## src/rtl/core/script_lexer_tokenizer_assert.svh

```systemverilog
// ----------------------------------------------------------------------------
// Assertion macros for the script lexer tokenizer
// Clocked on clk and disabled while rst_n is low.
// ----------------------------------------------------------------------------
`ifndef SCRIPT_LEXER_TOKENIZER_ASSERT_SVH
`define SCRIPT_LEXER_TOKENIZER_ASSERT_SVH

`ifndef SYNTHESIS

// same-cycle implication
`define LEX_ASSERT_IMP(lbl, ant, con, msg) \
    lbl: assert property (@(posedge clk) disable iff (!rst_n) (ant) |-> (con)) \
        else $error(msg);

// next-cycle implication
`define LEX_ASSERT_NXT(lbl, ant, con, msg) \
    lbl: assert property (@(posedge clk) disable iff (!rst_n) (ant) |=> (con)) \
        else $error(msg);

`else

`define LEX_ASSERT_IMP(lbl, ant, con, msg)
`define LEX_ASSERT_NXT(lbl, ant, con, msg)

`endif

`endif

```

## src/rtl/core/lextok_pkg.sv

```systemverilog
// ----------------------------------------------------------------------------
// lextok_pkg
// Scan modes, token kinds, character codes and keyword/operator tables.
// ----------------------------------------------------------------------------
`default_nettype none

package lextok_pkg;

    typedef enum logic [2:0] {
        MODE_IDLE,
        MODE_COMMENT,
        MODE_WORD,
        MODE_NUM_INT,
        MODE_NUM_FRAC,
        MODE_STRING,
        MODE_SYM
    } scan_mode_t;

    localparam logic [4:0] KIND_EOF     = 5'd0;
    localparam logic [4:0] KIND_EOL     = 5'd1;
    localparam logic [4:0] KIND_NAME    = 5'd2;
    localparam logic [4:0] KIND_NUMBER  = 5'd3;
    localparam logic [4:0] KIND_STRING  = 5'd4;
    localparam logic [4:0] KIND_KW_BASE = 5'd5;
    localparam logic [4:0] KIND_OP_BASE = 5'd17;
    localparam logic [4:0] KIND_SYMBOL  = 5'd23;

    localparam logic [1:0] ERR_NONE        = 2'd0;
    localparam logic [1:0] ERR_BAD_NUMBER  = 2'd1;
    localparam logic [1:0] ERR_OPEN_STRING = 2'd2;

    localparam logic [7:0] CH_NUL       = 8'h00;
    localparam logic [7:0] CH_TAB       = 8'h09;
    localparam logic [7:0] CH_LF        = 8'h0A;
    localparam logic [7:0] CH_CR        = 8'h0D;
    localparam logic [7:0] CH_SPACE     = 8'h20;
    localparam logic [7:0] CH_QUOTE     = 8'h22;
    localparam logic [7:0] CH_HASH      = 8'h23;
    localparam logic [7:0] CH_RPAREN    = 8'h29;
    localparam logic [7:0] CH_DOT       = 8'h2E;
    localparam logic [7:0] CH_BACKSLASH = 8'h5C;
    localparam logic [7:0] CH_RBRACK    = 8'h5D;
    localparam logic [7:0] CH_UNDERLINE = 8'h5F;
    localparam logic [7:0] CH_RBRACE    = 8'h7D;

    localparam int MAX_KEYWORD_CHARS = 8;
    localparam int PREFIX_BITS       = 8 * MAX_KEYWORD_CHARS;
    localparam int KW_COUNT          = 12;
    localparam int OP_COUNT          = 6;
    localparam int RUN_BITS          = 16;

    // QDEPTH entries of result queue; one byte pushes at most MAX_PUSH results
    localparam int QDEPTH    = 4;
    localparam int QPTR_BITS = 2;
    localparam int MAX_PUSH  = 3;

    // keywords packed first byte most significant, right aligned
    localparam logic [PREFIX_BITS-1:0] KW_TEXT [KW_COUNT] = '{
        64'h0000_0000_006E_696C,   // nil
        64'h0000_0000_7472_7565,   // true
        64'h0000_0066_616C_7365,   // false
        64'h0000_0000_6675_6E63,   // func
        64'h0000_0070_7269_6E74,   // print
        64'h0000_0000_0076_6172,   // var
        64'h0000_0000_0000_6966,   // if
        64'h0000_0000_656C_7365,   // else
        64'h0000_0077_6869_6C65,   // while
        64'h0000_0062_7265_616B,   // break
        64'h636F_6E74_696E_7565,   // continue
        64'h0000_7265_7475_726E    // return
    };

    localparam logic [3:0] KW_LEN [KW_COUNT] = '{
        4'd3, 4'd4, 4'd5, 4'd4, 4'd5, 4'd3, 4'd2, 4'd4, 4'd5, 4'd5, 4'd8, 4'd6
    };

    localparam logic [7:0] OP_FIRST [OP_COUNT] = '{
        8'h3D, 8'h21, 8'h26, 8'h7C, 8'h3C, 8'h3E
    };
    localparam logic [7:0] OP_SECOND [OP_COUNT] = '{
        8'h3D, 8'h3D, 8'h26, 8'h7C, 8'h3D, 8'h3D
    };

    typedef struct packed {
        logic       hit;
        logic [2:0] idx;
    } op_hit_t;

    function automatic op_hit_t op_lookup(input logic [7:0] c);
        op_hit_t r;
        r = '0;
        for (int i = 0; i < OP_COUNT; i++)
        begin
            if (!r.hit && OP_FIRST[i] == c)
            begin
                r.hit = 1'b1;
                r.idx = 3'(i);
            end
        end
        return r;
    endfunction

    function automatic logic [4:0] word_kind(input logic [PREFIX_BITS-1:0] prefix,
                                             input logic [RUN_BITS-1:0] run);
        logic [4:0] k;
        k = KIND_NAME;
        if (run <= RUN_BITS'(MAX_KEYWORD_CHARS))
        begin
            for (int i = 0; i < KW_COUNT; i++)
            begin
                if (RUN_BITS'(KW_LEN[i]) == run && KW_TEXT[i] == prefix)
                begin
                    k = KIND_KW_BASE + 5'(i);
                end
            end
        end
        return k;
    endfunction

endpackage

`default_nettype wire

```

## src/rtl/core/script_lexer_tokenizer.sv

```systemverilog
// ----------------------------------------------------------------------------
// script_lexer_tokenizer
// Streaming lexer: one source byte per beat in, one token per beat out.
// ----------------------------------------------------------------------------
// Usage:
//   Input channel in_valid/in_stall carries ch, one source byte per beat; a
//   zero byte ends the input. Output channel out_valid/out_stall carries one
//   token per beat with its kind, symbol, line, start offset, length, error
//   code and a last flag on the final token caused by a given byte.
//   Each accepted byte is scanned in the cycle it is taken and its tokens
//   (zero to three) are written into a four-entry result queue; the first
//   is shown from the registered queue, behind any tokens already waiting.
//   Throughput is one byte per cycle while out_stall is low and bytes give
//   at most one token each. in_stall rises whenever the queue holds two or
//   more tokens, so a byte that gives two or three tokens (a token closed by
//   a symbol, newline or end byte) holds off the next byte until the queue is
//   down to one token, and a stalled receiver backs up into in_stall.
//   After end of input or an error token the lexer halts: further bytes are
//   taken and dropped. Reset clears the scan state and empties the queue;
//   in_stall is low straight out of reset.
// ----------------------------------------------------------------------------
`default_nettype none

`include "script_lexer_tokenizer_assert.svh"

module script_lexer_tokenizer
    import lextok_pkg::*;
#(
    parameter int LINE_BITS   = 24,
    parameter int OFFSET_BITS = 32
)
(
    input  wire logic                   clk,
    input  wire logic                   rst_n,
    input  wire logic                   in_valid,
    output logic                        in_stall,
    input  wire logic [7:0]             ch,
    output logic                        out_valid,
    input  wire logic                   out_stall,
    output logic [4:0]                  token_kind,
    output logic [7:0]                  symbol_char,
    output logic [LINE_BITS-1:0]        line_no,
    output logic [OFFSET_BITS-1:0]      start_offset,
    output logic [RUN_BITS-1:0]         text_length,
    output logic [1:0]                  error_code,
    output logic                        last
);

    typedef struct packed {
        logic [4:0]             kind;
        logic [7:0]             sym;
        logic [LINE_BITS-1:0]   line;
        logic [OFFSET_BITS-1:0] start;
        logic [RUN_BITS-1:0]    len;
        logic [1:0]             err;
        logic                   last;
    } result_t;

    localparam logic [LINE_BITS-1:0] LINE_MAX = {LINE_BITS{1'b1}};
    localparam logic [RUN_BITS-1:0]  RUN_MAX  = {RUN_BITS{1'b1}};

    // scan state
    scan_mode_t             mode_reg, mode_next;
    logic                   nis_reg, nis_next;
    logic [LINE_BITS-1:0]   line_reg, line_next;
    logic [OFFSET_BITS-1:0] pos_reg, pos_next;
    logic [OFFSET_BITS-1:0] tstart_reg, tstart_next;
    logic [LINE_BITS-1:0]   tline_reg, tline_next;
    logic [PREFIX_BITS-1:0] prefix_reg, prefix_next;
    logic [RUN_BITS-1:0]    run_reg, run_next;
    logic [7:0]             psym_reg, psym_next;
    logic                   esc_reg, esc_next;
    logic                   halted_reg, halted_next;

    // result queue
    result_t                q_mem [QDEPTH];
    logic [QPTR_BITS-1:0]   wr_ptr_reg, rd_ptr_reg;
    logic [QPTR_BITS:0]     count_reg, count_next;

    logic                   accept_in, pop;
    logic [1:0]             n_res, push_n;
    result_t                res [MAX_PUSH];

    // byte classes
    logic                   is_digit, is_wstart, is_wpart;
    op_hit_t                op_c, op_p;
    logic [LINE_BITS-1:0]   line_inc;
    logic [RUN_BITS-1:0]    run_inc;
    logic [OFFSET_BITS-1:0] pos_inc;

    // first-phase decode
    logic                   pend_valid;
    logic [4:0]             pend_kind;
    logic [7:0]             pend_sym;
    logic [RUN_BITS-1:0]    pend_len;
    logic [1:0]             pend_err;
    logic                   do_idle;
    logic                   nis_mid;
    logic [4:0]             wkind;

    // idle-phase results
    logic [1:0]             idl_n;
    logic [4:0]             idl0_kind, idl1_kind;
    logic [7:0]             idl0_sym;

    assign is_digit  = (ch inside {[8'h30:8'h39]});
    assign is_wstart = (ch inside {[8'h61:8'h7A], [8'h41:8'h5A], CH_UNDERLINE});
    assign is_wpart  = is_wstart || is_digit;
    assign op_c      = op_lookup(ch);
    assign op_p      = op_lookup(psym_reg);
    assign line_inc  = (line_reg == LINE_MAX) ? line_reg : line_reg + 1'b1;
    assign run_inc   = (run_reg == RUN_MAX) ? run_reg : run_reg + 1'b1;
    assign pos_inc   = pos_reg + 1'b1;
    assign wkind     = word_kind(prefix_reg, run_reg);

    // token closed by this byte, before the byte's own handling
    always_comb
    begin
        pend_valid = 1'b0;
        pend_kind  = KIND_EOF;
        pend_sym   = 8'h00;
        pend_len   = '0;
        pend_err   = ERR_NONE;
        do_idle    = 1'b0;
        nis_mid    = nis_reg;
        case (mode_reg)
            MODE_COMMENT:
            begin
                do_idle = (ch == CH_NUL) || (ch == CH_LF);
            end
            MODE_WORD:
            begin
                if (!is_wpart)
                begin
                    pend_valid = 1'b1;
                    pend_kind  = wkind;
                    pend_len   = (wkind == KIND_NAME) ? run_reg : '0;
                    nis_mid    = 1'b0;
                    do_idle    = 1'b1;
                end
            end
            MODE_NUM_INT, MODE_NUM_FRAC:
            begin
                if (is_digit || (ch == CH_DOT && mode_reg == MODE_NUM_INT))
                begin
                    pend_valid = 1'b0;
                end
                else if (is_wpart)
                begin
                    pend_valid = 1'b1;
                    pend_kind  = KIND_EOF;
                    pend_len   = run_reg;
                    pend_err   = ERR_BAD_NUMBER;
                end
                else
                begin
                    pend_valid = 1'b1;
                    pend_kind  = KIND_NUMBER;
                    pend_len   = run_reg;
                    nis_mid    = 1'b0;
                    do_idle    = 1'b1;
                end
            end
            MODE_STRING:
            begin
                if (ch == CH_NUL)
                begin
                    pend_valid = 1'b1;
                    pend_kind  = KIND_EOF;
                    pend_len   = run_reg;
                    pend_err   = ERR_OPEN_STRING;
                end
                else if (!esc_reg && ch == CH_QUOTE)
                begin
                    pend_valid = 1'b1;
                    pend_kind  = KIND_STRING;
                    pend_len   = run_reg;
                end
            end
            MODE_SYM:
            begin
                nis_mid    = 1'b1;
                pend_valid = 1'b1;
                if (op_p.hit && OP_SECOND[op_p.idx] == ch)
                begin
                    pend_kind = KIND_OP_BASE + 5'(op_p.idx);
                end
                else
                begin
                    pend_kind = KIND_SYMBOL;
                    pend_sym  = psym_reg;
                    do_idle   = 1'b1;
                end
            end
            default:
            begin
                do_idle = 1'b1;
            end
        endcase
    end

    // tokens raised by the byte itself when scanned between tokens
    always_comb
    begin
        idl_n     = 2'd0;
        idl0_kind = KIND_EOF;
        idl1_kind = KIND_EOF;
        idl0_sym  = 8'h00;
        if (do_idle)
        begin
            if (ch == CH_NUL)
            begin
                if (!nis_mid)
                begin
                    idl0_kind = KIND_EOL;
                    idl_n     = 2'd2;
                end
                else
                begin
                    idl_n = 2'd1;
                end
            end
            else if (ch == CH_LF)
            begin
                if (!nis_mid)
                begin
                    idl0_kind = KIND_EOL;
                    idl_n     = 2'd1;
                end
            end
            else if ((ch inside {CH_SPACE, CH_TAB, CH_CR, CH_HASH, CH_QUOTE})
                     || is_wpart || op_c.hit)
            begin
                idl_n = 2'd0;
            end
            else
            begin
                idl0_kind = KIND_SYMBOL;
                idl0_sym  = ch;
                idl_n     = 2'd1;
            end
        end
    end

    // next scan state
    always_comb
    begin
        mode_next   = mode_reg;
        nis_next    = nis_mid;
        line_next   = line_reg;
        pos_next    = pos_inc;
        tstart_next = tstart_reg;
        tline_next  = tline_reg;
        prefix_next = prefix_reg;
        run_next    = run_reg;
        psym_next   = psym_reg;
        esc_next    = esc_reg;
        halted_next = halted_reg;
        case (mode_reg)
            MODE_WORD:
            begin
                if (is_wpart)
                begin
                    if (run_reg < RUN_BITS'(MAX_KEYWORD_CHARS))
                    begin
                        prefix_next = {prefix_reg[PREFIX_BITS-9:0], ch};
                    end
                    run_next = run_inc;
                end
            end
            MODE_NUM_INT, MODE_NUM_FRAC:
            begin
                if (is_digit)
                begin
                    run_next = run_inc;
                end
                else if (ch == CH_DOT && mode_reg == MODE_NUM_INT)
                begin
                    run_next  = run_inc;
                    mode_next = MODE_NUM_FRAC;
                end
                else if (is_wpart)
                begin
                    halted_next = 1'b1;
                    mode_next   = MODE_IDLE;
                end
            end
            MODE_STRING:
            begin
                if (ch == CH_NUL)
                begin
                    halted_next = 1'b1;
                    mode_next   = MODE_IDLE;
                end
                else if (esc_reg)
                begin
                    esc_next = 1'b0;
                    run_next = run_inc;
                    if (ch == CH_LF)
                    begin
                        line_next = line_inc;
                    end
                end
                else if (ch == CH_BACKSLASH)
                begin
                    esc_next = 1'b1;
                    run_next = run_inc;
                end
                else if (ch == CH_QUOTE)
                begin
                    nis_next  = 1'b0;
                    mode_next = MODE_IDLE;
                end
                else
                begin
                    run_next = run_inc;
                    if (ch == CH_LF)
                    begin
                        line_next = line_inc;
                    end
                end
            end
            MODE_SYM:
            begin
                if (!do_idle)
                begin
                    mode_next = MODE_IDLE;
                end
            end
            default:
            begin
                mode_next = mode_reg;
            end
        endcase

        if (do_idle)
        begin
            mode_next = MODE_IDLE;
            if (ch == CH_NUL)
            begin
                halted_next = 1'b1;
            end
            else if (ch == CH_LF)
            begin
                nis_next  = 1'b1;
                line_next = line_inc;
            end
            else if (ch == CH_HASH)
            begin
                mode_next = MODE_COMMENT;
            end
            else if (ch inside {CH_SPACE, CH_TAB, CH_CR})
            begin
                mode_next = MODE_IDLE;
            end
            else if (is_wstart || is_digit || ch == CH_QUOTE || op_c.hit)
            begin
                // open a new token
                tstart_next = pos_reg;
                tline_next  = line_reg;
                run_next    = '0;
                prefix_next = '0;
                esc_next    = 1'b0;
                if (is_wstart)
                begin
                    mode_next   = MODE_WORD;
                    run_next    = RUN_BITS'(1);
                    prefix_next = PREFIX_BITS'(ch);
                end
                else if (is_digit)
                begin
                    mode_next = MODE_NUM_INT;
                    run_next  = RUN_BITS'(1);
                end
                else if (ch == CH_QUOTE)
                begin
                    mode_next   = MODE_STRING;
                    tstart_next = pos_inc;
                end
                else
                begin
                    mode_next = MODE_SYM;
                    psym_next = ch;
                end
            end
            else
            begin
                nis_next = !(ch inside {CH_RPAREN, CH_RBRACK, CH_RBRACE});
            end
        end
    end

    // order the results of this byte: closed token first, then idle tokens
    always_comb
    begin
        result_t p_res, i0_res, i1_res;
        p_res  = '{kind: pend_kind, sym: pend_sym, line: tline_reg, start: tstart_reg,
                   len: pend_len, err: pend_err, last: 1'b0};
        i0_res = '{kind: idl0_kind, sym: idl0_sym, line: line_reg, start: pos_reg,
                   len: '0, err: ERR_NONE, last: 1'b0};
        i1_res = '{kind: idl1_kind, sym: 8'h00, line: line_reg, start: pos_reg,
                   len: '0, err: ERR_NONE, last: 1'b0};
        if (halted_reg)
        begin
            n_res = 2'd0;
        end
        else
        begin
            n_res = idl_n + {1'b0, pend_valid};
        end
        if (pend_valid)
        begin
            res[0] = p_res;
            res[1] = i0_res;
            res[2] = i1_res;
        end
        else
        begin
            res[0] = i0_res;
            res[1] = i1_res;
            res[2] = i1_res;
        end
        for (int i = 0; i < MAX_PUSH; i++)
        begin
            res[i].last = (2'(i) == n_res - 2'd1);
        end
    end

    assign in_stall  = (count_reg > (QPTR_BITS+1)'(1));
    assign accept_in = in_valid && !in_stall;
    assign out_valid = (count_reg != '0);
    assign pop       = out_valid && !out_stall;
    assign push_n    = accept_in ? n_res : 2'd0;
    assign count_next = count_reg + (QPTR_BITS+1)'(push_n) - (QPTR_BITS+1)'(pop);

    always_ff @(posedge clk or negedge rst_n)
    begin
        if (!rst_n)
        begin
            mode_reg   <= MODE_IDLE;
            nis_reg    <= 1'b1;
            line_reg   <= '0;
            pos_reg    <= '0;
            tstart_reg <= '0;
            tline_reg  <= '0;
            prefix_reg <= '0;
            run_reg    <= '0;
            psym_reg   <= 8'h00;
            esc_reg    <= 1'b0;
            halted_reg <= 1'b0;
        end
        else if (accept_in && !halted_reg)
        begin
            mode_reg   <= mode_next;
            nis_reg    <= nis_next;
            line_reg   <= line_next;
            pos_reg    <= pos_next;
            tstart_reg <= tstart_next;
            tline_reg  <= tline_next;
            prefix_reg <= prefix_next;
            run_reg    <= run_next;
            psym_reg   <= psym_next;
            esc_reg    <= esc_next;
            halted_reg <= halted_next;
        end
    end

    always_ff @(posedge clk or negedge rst_n)
    begin
        if (!rst_n)
        begin
            wr_ptr_reg <= '0;
            rd_ptr_reg <= '0;
            count_reg  <= '0;
        end
        else
        begin
            wr_ptr_reg <= wr_ptr_reg + push_n;
            rd_ptr_reg <= rd_ptr_reg + QPTR_BITS'(pop);
            count_reg  <= count_next;
        end
    end

    always_ff @(posedge clk)
    begin
        for (int i = 0; i < MAX_PUSH; i++)
        begin
            if (2'(i) < push_n)
            begin
                q_mem[wr_ptr_reg + QPTR_BITS'(i)] <= res[i];
            end
        end
    end

    assign token_kind   = q_mem[rd_ptr_reg].kind;
    assign symbol_char  = q_mem[rd_ptr_reg].sym;
    assign line_no      = q_mem[rd_ptr_reg].line;
    assign start_offset = q_mem[rd_ptr_reg].start;
    assign text_length  = q_mem[rd_ptr_reg].len;
    assign error_code   = q_mem[rd_ptr_reg].err;
    assign last         = q_mem[rd_ptr_reg].last;

    `LEX_ASSERT_IMP(a_queue_bound, 1'b1, count_reg <= (QPTR_BITS+1)'(QDEPTH), "result queue overflow")
    `LEX_ASSERT_NXT(a_halt_sticky, halted_reg, halted_reg, "halt released without reset")
    `LEX_ASSERT_IMP(a_halt_silent, accept_in && halted_reg, push_n == 2'd0, "token after halt")
    `LEX_ASSERT_NXT(a_push_shows, accept_in && push_n != 2'd0, out_valid, "pushed token not shown")

endmodule

`default_nettype wire

```

## config.mk

```make
export PLATFORM = sky130hd
export DESIGN_NAME = script_lexer_tokenizer
export DESIGN_NICKNAME = d
export VERILOG_FILES = /design/src/rtl/core/lextok_pkg.sv /design/src/rtl/core/script_lexer_tokenizer.sv
export VERILOG_INCLUDE_DIRS = /design/src /design/src/rtl/core
export SDC_FILE = /design/constraint.sdc
export NUM_CORES = 1
export LEC_CHECK = 0
export BUFFER_PORTS_ARGS = -buffer_cell sky130_fd_sc_hd__buf_2
export CAP_MARGIN = 20
export CORE_UTILIZATION = 40
export CTS_CLUSTER_SIZE = 16
export DETAILED_ROUTE_END_ITERATION = 12
export PLACE_DENSITY = 0.61
export SLEW_MARGIN = 20
export SYNTH_ARGS = -nofsm -noshare
export SYNTH_HDL_FRONTEND = slang
export SYNTH_SLANG_ARGS = --single-unit
export TNS_END_PERCENT = 50
```

## constraint.sdc

```tcl
create_clock -name clk -period 6.9 [get_ports clk]
set_input_delay 0.69 -clock clk [delete_from_list [all_inputs] [get_ports clk]]
set_output_delay 0.69 -clock clk [all_outputs]
set_load 0.01 [all_outputs]
```

### After elaboration in Yosys (flattened, before gate mapping)

Memories as Yosys holds them, arrays and structs flattened.
Index checks and enable logic that the tools add are counted.

| storage, ports and cells | value |
|---|---|
| RAM bits | 352 |
| memories | 2 |
| output and inout bits | 90 |
| bits in read-only memories | 64 |
| logic and storage cells | 339 |
| register bits after elaboration | 213 |

Memories:

| name | words | width | rd ports | clocked after Yosys merged registers in | wr ports | line | source |
|---|---|---|---|---|---|---|---|
| q_mem | 4 | 88 | 1 | 0 | 3 | script_lexer_tokenizer.sv:76 | `result_t q_mem [QDEPTH];` |
| (no name shown) | 8 | 8 | 1 | 0 | 0 | script_lexer_tokenizer.sv:184 | `if (op_p.hit && OP_SECOND[op_p.idx] == ch)` |

| cells by class | value |
|---|---|
| reductions and logical operators | 65 |
| order comparisons | 13 |
| bitwise logic cells | 8 |
| $add $sub $neg | 12 |
| equality and inequality tests | 59 |
| mux-type cells | 166 |

Operators with widths:

| kind | count |
|---|---|
| 64-bit 2-to-1 mux | 9 |
| 16-bit 2-to-1 mux | 19 |
| 264-bit 2-to-1 mux | 1 |
| 39-bit by 64-bit == test with 1-bit output (first input constant) | 4 |
| 24-bit 2-to-1 mux | 10 |
| 31-bit by 64-bit == test with 1-bit output (first input constant) | 3 |
| 23-bit by 64-bit == test with 1-bit output (first input constant) | 2 |
| 32-bit 2-to-1 mux | 3 |
| 16-bit case mux with 3 select lines | 2 |
| 5-bit 2-to-1 mux | 18 |
| 6-bit by 8-bit == test with 1-bit output (first input constant) | 10 |
| 8-bit 2-to-1 mux | 9 |
| 15-bit by 64-bit == test with 1-bit output (first input constant) | 1 |
| 47-bit by 64-bit == test with 1-bit output (first input constant) | 1 |
| 63-bit by 64-bit == test with 1-bit output (first input constant) | 1 |
| 3-bit 2-to-1 mux | 18 |
| 3-bit by 16-bit == test with 1-bit output (first input constant) | 3 |
| 1-bit 2-to-1 mux | 48 |
| 4-bit 2-to-1 mux | 12 |
| 8-bit by 6-bit == test with 1-bit output (second input constant) | 5 |
| 32-bit by 1-bit adder with 32-bit output (second input constant) | 1 |
| 2-bit by 16-bit == test with 1-bit output (first input constant) | 2 |
| 8-bit by 7-bit == test with 1-bit output (second input constant) | 4 |
| 1-bit logical AND | 31 |
| other kinds (54) | 106 |

### Longest topological paths before layout

| depth | value |
|---|---|
| depth after elaboration | 32 |
| mapped depth | 23 |

### Worst setup path after synthesis

No wires, ideal clock.

| path | value |
|---|---|
| path type | reg2reg |
| from | register psym_reg[3] |
| to | memory q_mem[3][0] (netlist bit) (enable) |
| arrival time | 5562 ps |
| setup time | 411 ps |
| period minus slack after synthesis | 5973 ps |
| cell stages (with the launch flop) | 19 |
| path buffers | 1 |
| path slack | 927 ps |
| path through | dfrtp_1 > or4b_1 > a21oi_1 > ha_1 > inv_1 > o32ai_1 > o2111ai_1 > o31a_1 > nor2_1 > nor2_1 > and3_1 > ha_1 > clkbuf_1 > inv_1 > nor2_1 > a21oi_1 > a311oi_2 > nor2_1 > inv_1 |

RTL lines:

| what | line | source |
|---|---|---|
| from (decl) | script_lexer_tokenizer.sv:71 | `logic [7:0] psym_reg, psym_next;` |
| from (signal assigned) | script_lexer_tokenizer.sv:462 | `psym_reg <= psym_next;` |
| to (decl) | script_lexer_tokenizer.sv:76 |  |

==> results <==
- The run finished with clean final reports.
- Cells with a size suffix above 1 make up between 15 and 20% of the layout.
- The mean routed wirelength per cell is around 24 um.
- The weighted congestion at the end of routability-driven global placement is 0.9136.
- Counting stages on the worst path, the most repeated cell is nor2_1.
- The source-to-sink clock delay at the later pin of the worst-skew pair is roughly 0.64 ns.
- The H-tree level count is 2.
- The clock-pin transition on the worst setup and hold timing paths is approximately 0.07 ns.
- Counting distinct cell types in the post-synthesis netlist gives 94.
- The maximum clock frequency is 0.1632 GHz.
- The synthesized-area fraction occupied by xor and xnor cells is 2.883%.
- Row generation in the floorplan step produced 96 rows.
- After synthesis, the largest family of logic cells by area is compound AO/OA/AOI/OAI gates.
- The number of max-slew violations in the final report was 0.
- The wire-length estimate of the detail-placed layout is ~49000 um.
- Between clock sinks in the finished design, the worst skew comes to 0.04675 ns.
- After Yosys synthesis, full adders, half adders and majority gates account for less than 1% of the synthesized area.
- Compared with the post-synthesis result, the final layout area differs by 12.34%.
- The post-cts sizing count is 0.
- Setup repair after global routing left no endpoint under its margin.
- For flop-to-flop paths, the worst setup slack is between 0.7 and 0.8 ns.
- The number of buffers inserted by hold repair at cts is 0.
- After layout, the minimum clock period comes to approximately 6.1 ns.
- For the final routed database, the setup TNS stands at 0 ns.
- The final hold violation count was 0.
- The routed wire length is just over 80000 um.
- In this run, CTS created clock tree buffers numbering between 50 and 60.
- After global routing the overflow that remains totals 0.
- Along the worst path, the maximum fanout reaches 34.
- The critical path crosses 20 cells after its start point.
- The detailed-route DRC error count is 0.
- From left edge to right edge, the die measures approximately 270 um.
- The critical path contains buffers and inverters numbering 6 combined.
- The share of synthesized cell area in and, or, nand and nor gates is between 10% and 20%.
- The number of storage elements in the synthesis netlist is 565.
- The initial cell density of the core is 40.60%.
- The die covers just over 70000 sq um.
- The startpoint identified for the worst register-to-register timing path is psym_reg[3].
- The initial antenna violation count came to 2.
- The number of nets in the synthesized netlist is approximately 2400.
- The number of setup buffers added after CTS is 0.
- In the synthesized netlist, mux cells make up roughly a tenth of the area.
- The path type of the worst min-delay path is primary input to asynchronous set/reset pin.
- The first global-routing pass estimated 124800 um of wire.
- The normalized max-slew margin is about a fifth.
- The clock drives approximately 570 sinks.
- 102 I/O pins were placed.
- The worst setup path is captured at a flip-flop.
- The synthesized instance count is roughly 2400.
- During synthesis, Yosys emitted a total of 0 warnings.
- Across all hold checks on the routed design, the worst slack comes to between 0.04 and 0.05 ns.
- At the pin with the least slew margin, the transition time is around 1.2 ns.
- The standard cell with the maximum stage delay on the critical path is inv_2.
- Among all flip-flop cells after synthesis, the most frequent one is edfxtp_1.
- The maximum number of pins on one net before global-route repair is 100.
- Summed over all cells, the static leakage comes to 11.53 nW.
- The number of max-cap violations is 0.
- The via count of the first global-routing pass was roughly 21000.
- The cell type group with the largest total delay on the critical path is simple AND/OR/NAND/NOR gates.
- The critical path starts at psym_reg[3].
- The global-route usage over all layers is a little under a quarter.
- The worst setup path is launched from a flip-flop.
- The count of nets left with antenna violations once routing finished came out at 0.
- The total area inside the core boundary comes to about 70000 sq um.
- The arrival time reported for the critical path endpoint is roughly 6.4 ns.
- The power density relative to cell area is around 370 nW/um^2.
- The number of buffer cells added on primary ports is roughly 100.
- The average cell area after synthesis is 11.72 sq um.
- The number of flip-flops under the largest register name is 352.
- Setup violations remaining at the end of the flow were counted as 0.
- The layout net count is 2385.
- The maximum cell stage delay along the critical path is approximately 0.55 ns.
- Summing the areas of all compound-gate instances in the mapped netlist gives 18.19% of the synthesized area.
- After the first detailed-routing iteration, the DRC count stood at 1855.
- The final route contains roughly 21000 vias.
- The worst register-to-register path ends at q_mem[0][55].
- After synthesis, the share of flip-flops with an asynchronous set or reset is 37.70%.
- Dividing the detail-routed via count by the number of cells gives just over 6.
- The number of iterations in the first detailed-routing pass is 5.
- The CTS tree is done.
- The number of buffers on the longest clock path is 3.
- The netlist area before placement is 27940 sq um.
- The critical path is of the flip-flop to flip-flop type.
- The number of diodes is 0.
- The required arrival time at the worst endpoint is 7.22 ns.
- The number of enable flip-flop cells after synthesis is about 230.
- The critical path goes through or4b_1 -> a21oi_1 -> ha_1 -> inv_1 -> o32ai_1 -> o2111ai_1 -> o31a_1 -> nor2_1 -> buf_4 -> nor2_1 -> and3_1 -> ha_1 -> inv_1 -> nor2_1 -> nand3_1 -> nand2b_1 -> and3_1 -> buf_4 -> inv_2 -> buf_12.
- The clock root buffer is clkbuf_16.
- The vertical die dimension is approximately 270 um.
- The post-synthesis sequential area ratio is a little over half.
- The number of cells on the worst reg-to-reg path is 20.
- The period utilization is around nine tenths.
- Across the VDD grid, the largest voltage drop is approximately 450 uV.
## layer usage
metal / global-route usage, % / up-vias / routed length [um]
met5: 0 / - / 0
met4: 5.934 / 0 / 1614
met3: 3.133 / 128 / 5384
met2: 37.41 / 840 / 38950
met1: 30.91 / 10620 / 34810
li1: - / 9214 / -
## worst max-delay path by stage
stage | endpoint | slack (ns)
after floorplan | q_mem[3][0] | 0.93
final | q_mem[0][55] | 0.77
after global placement | q_mem[0][58] | 1.01
after CTS | q_mem[0][24] | 0.82
after detailed placement | q_mem[0][57] | 0.83
after global routing | q_mem[3][36] | 0.28
## stage by stage
| stage | util (%) | setup WS, ns | cell area [sq um] | std cells | power (mW) |
|---|---|---|---|---|---|
| CTS | 45.57 | 0.8169 | 31370 | 3338 | 11.55 |
| finish | 45.61 | 0.7740 | 31390 | 3339 | 11.48 |
| global placement | 42.37 | 1.014 | 29160 | 3224 | 7.956 |
| floorplan | - | 0.9269 | 27940 | 2384 | 6.720 |
| detailed placement | 42.45 | 0.8280 | 29210 | 3226 | 8.053 |
| global route | 45.61 | 0.2770 | 31390 | 3339 | 12.00 |
## where the power goes
part / switching [mW] / leakage (nW) / internal, mW
sequential: 0.566 / 5.94 / 4.02
clock: 1.39 / 1.05 / 2.09
combinational: 2.05 / 4.54 / 1.35
## cells in the final DEF (no fill, tap or decap), types with 16 or more instances in the layout
master     instances
a22o_1           291
edfxtp_1         228
dfrtp_1          210
nand2_1          137
nor2_1           125
dfxtp_1          124
a21oi_1          123
buf_2            100
mux4_2            88
nand3_1           72
clkbuf_16         61
xnor2_1           55
nand4_1           50
nor4_1            46
o21ai_0           40
buf_4             39
xor2_1            37
a32o_1            37
mux2_2            34
a211oi_1          31
mux2i_1           29
inv_1             27
nor3_1            25
and3_1            25
nand2b_1          18
nor2b_1           17
a31oi_1           17
o2bb2ai_1         16
## worst register-to-register path: stages (launching register included)
cell and delay [ns]:
dfrtp_1 0.43, or4b_1 0.53, a21oi_1 0.28, ha_1 0.23, inv_1 0.05, o32ai_1 0.29, o2111ai_1 0.16, o31a_1 0.53
nor2_1 0.16, buf_4 0.19, nor2_1 0.08, and3_1 0.17, ha_1 0.50, inv_1 0.20, nor2_1 0.30, nand3_1 0.13
nand2b_1 0.24, and3_1 0.19, buf_4 0.21, inv_2 0.56, buf_12 0.35
## area by class of cell
cell class | count | area [sq um]
fillers | 6266 | 37430
flip-flops and latches | 565 | 14670
multi-input cells | 1553 | 12320
clock buffers | 79 | 1674
well taps | 931 | 1165
repair buffers | 147 | 970.9
clock inverters | 33 | 478.0
inverters | 31 | 116.4
## kinds of logic after synthesis
kind of cell / Yosys count
AO/OA/AOI/OAI: 657
AND/OR/NAND/NOR: 636
flip-flops: 565
buffers and inverters: 266
multiplexers: 152
XOR/XNOR: 92
adder cells (fa/ha/maj): 16
## synth_stat cells, types with 6 or more instances
| cell type | count | area share [%] |
|---|---|---|
| buf_2 | 50 | 0.90 |
| a32oi_1 | 7 | 0.22 |
| edfxtp_1 | 228 | 25 |
| inv_1 | 31 | 0.42 |
| dfxtp_1 | 124 | 8.9 |
| nand4_1 | 50 | 1.1 |
| nor4bb_1 | 13 | 0.47 |
| nor4_1 | 47 | 1.1 |
| mux4_2 | 88 | 7.1 |
| nor3_1 | 25 | 0.45 |
| nand2b_1 | 18 | 0.40 |
| a21oi_1 | 123 | 2.2 |
| and2_1 | 12 | 0.27 |
| dfrtp_1 | 212 | 19 |
| a31oi_1 | 17 | 0.38 |
| buf_1 | 45 | 0.60 |
| nor3b_1 | 10 | 0.27 |
| a211oi_1 | 31 | 0.83 |
| and4_1 | 7 | 0.22 |
| o21ai_0 | 40 | 0.72 |
| or2_2 | 7 | 0.16 |
| a32o_1 | 37 | 1.3 |
| mux2_2 | 34 | 1.4 |
| nand4b_1 | 10 | 0.31 |
| nand3_1 | 72 | 1.3 |
| a22oi_1 | 13 | 0.35 |
| ha_1 | 15 | 0.67 |
| o211ai_1 | 6 | 0.16 |
| xnor2_1 | 55 | 1.7 |
| nand2_1 | 138 | 1.9 |
| or3_1 | 11 | 0.25 |
| a22o_1 | 291 | 9.1 |
| nand3b_1 | 7 | 0.19 |
| xor2_1 | 37 | 1.2 |
| and3_1 | 25 | 0.56 |
| nor2b_1 | 17 | 0.38 |
| mux2i_1 | 29 | 1.0 |
| a21boi_0 | 6 | 0.16 |
| o2bb2ai_1 | 16 | 0.50 |
| nor2_1 | 131 | 1.8 |
| clkbuf_1 | 139 | 1.9 |
(Power assumes the default switching activity.)
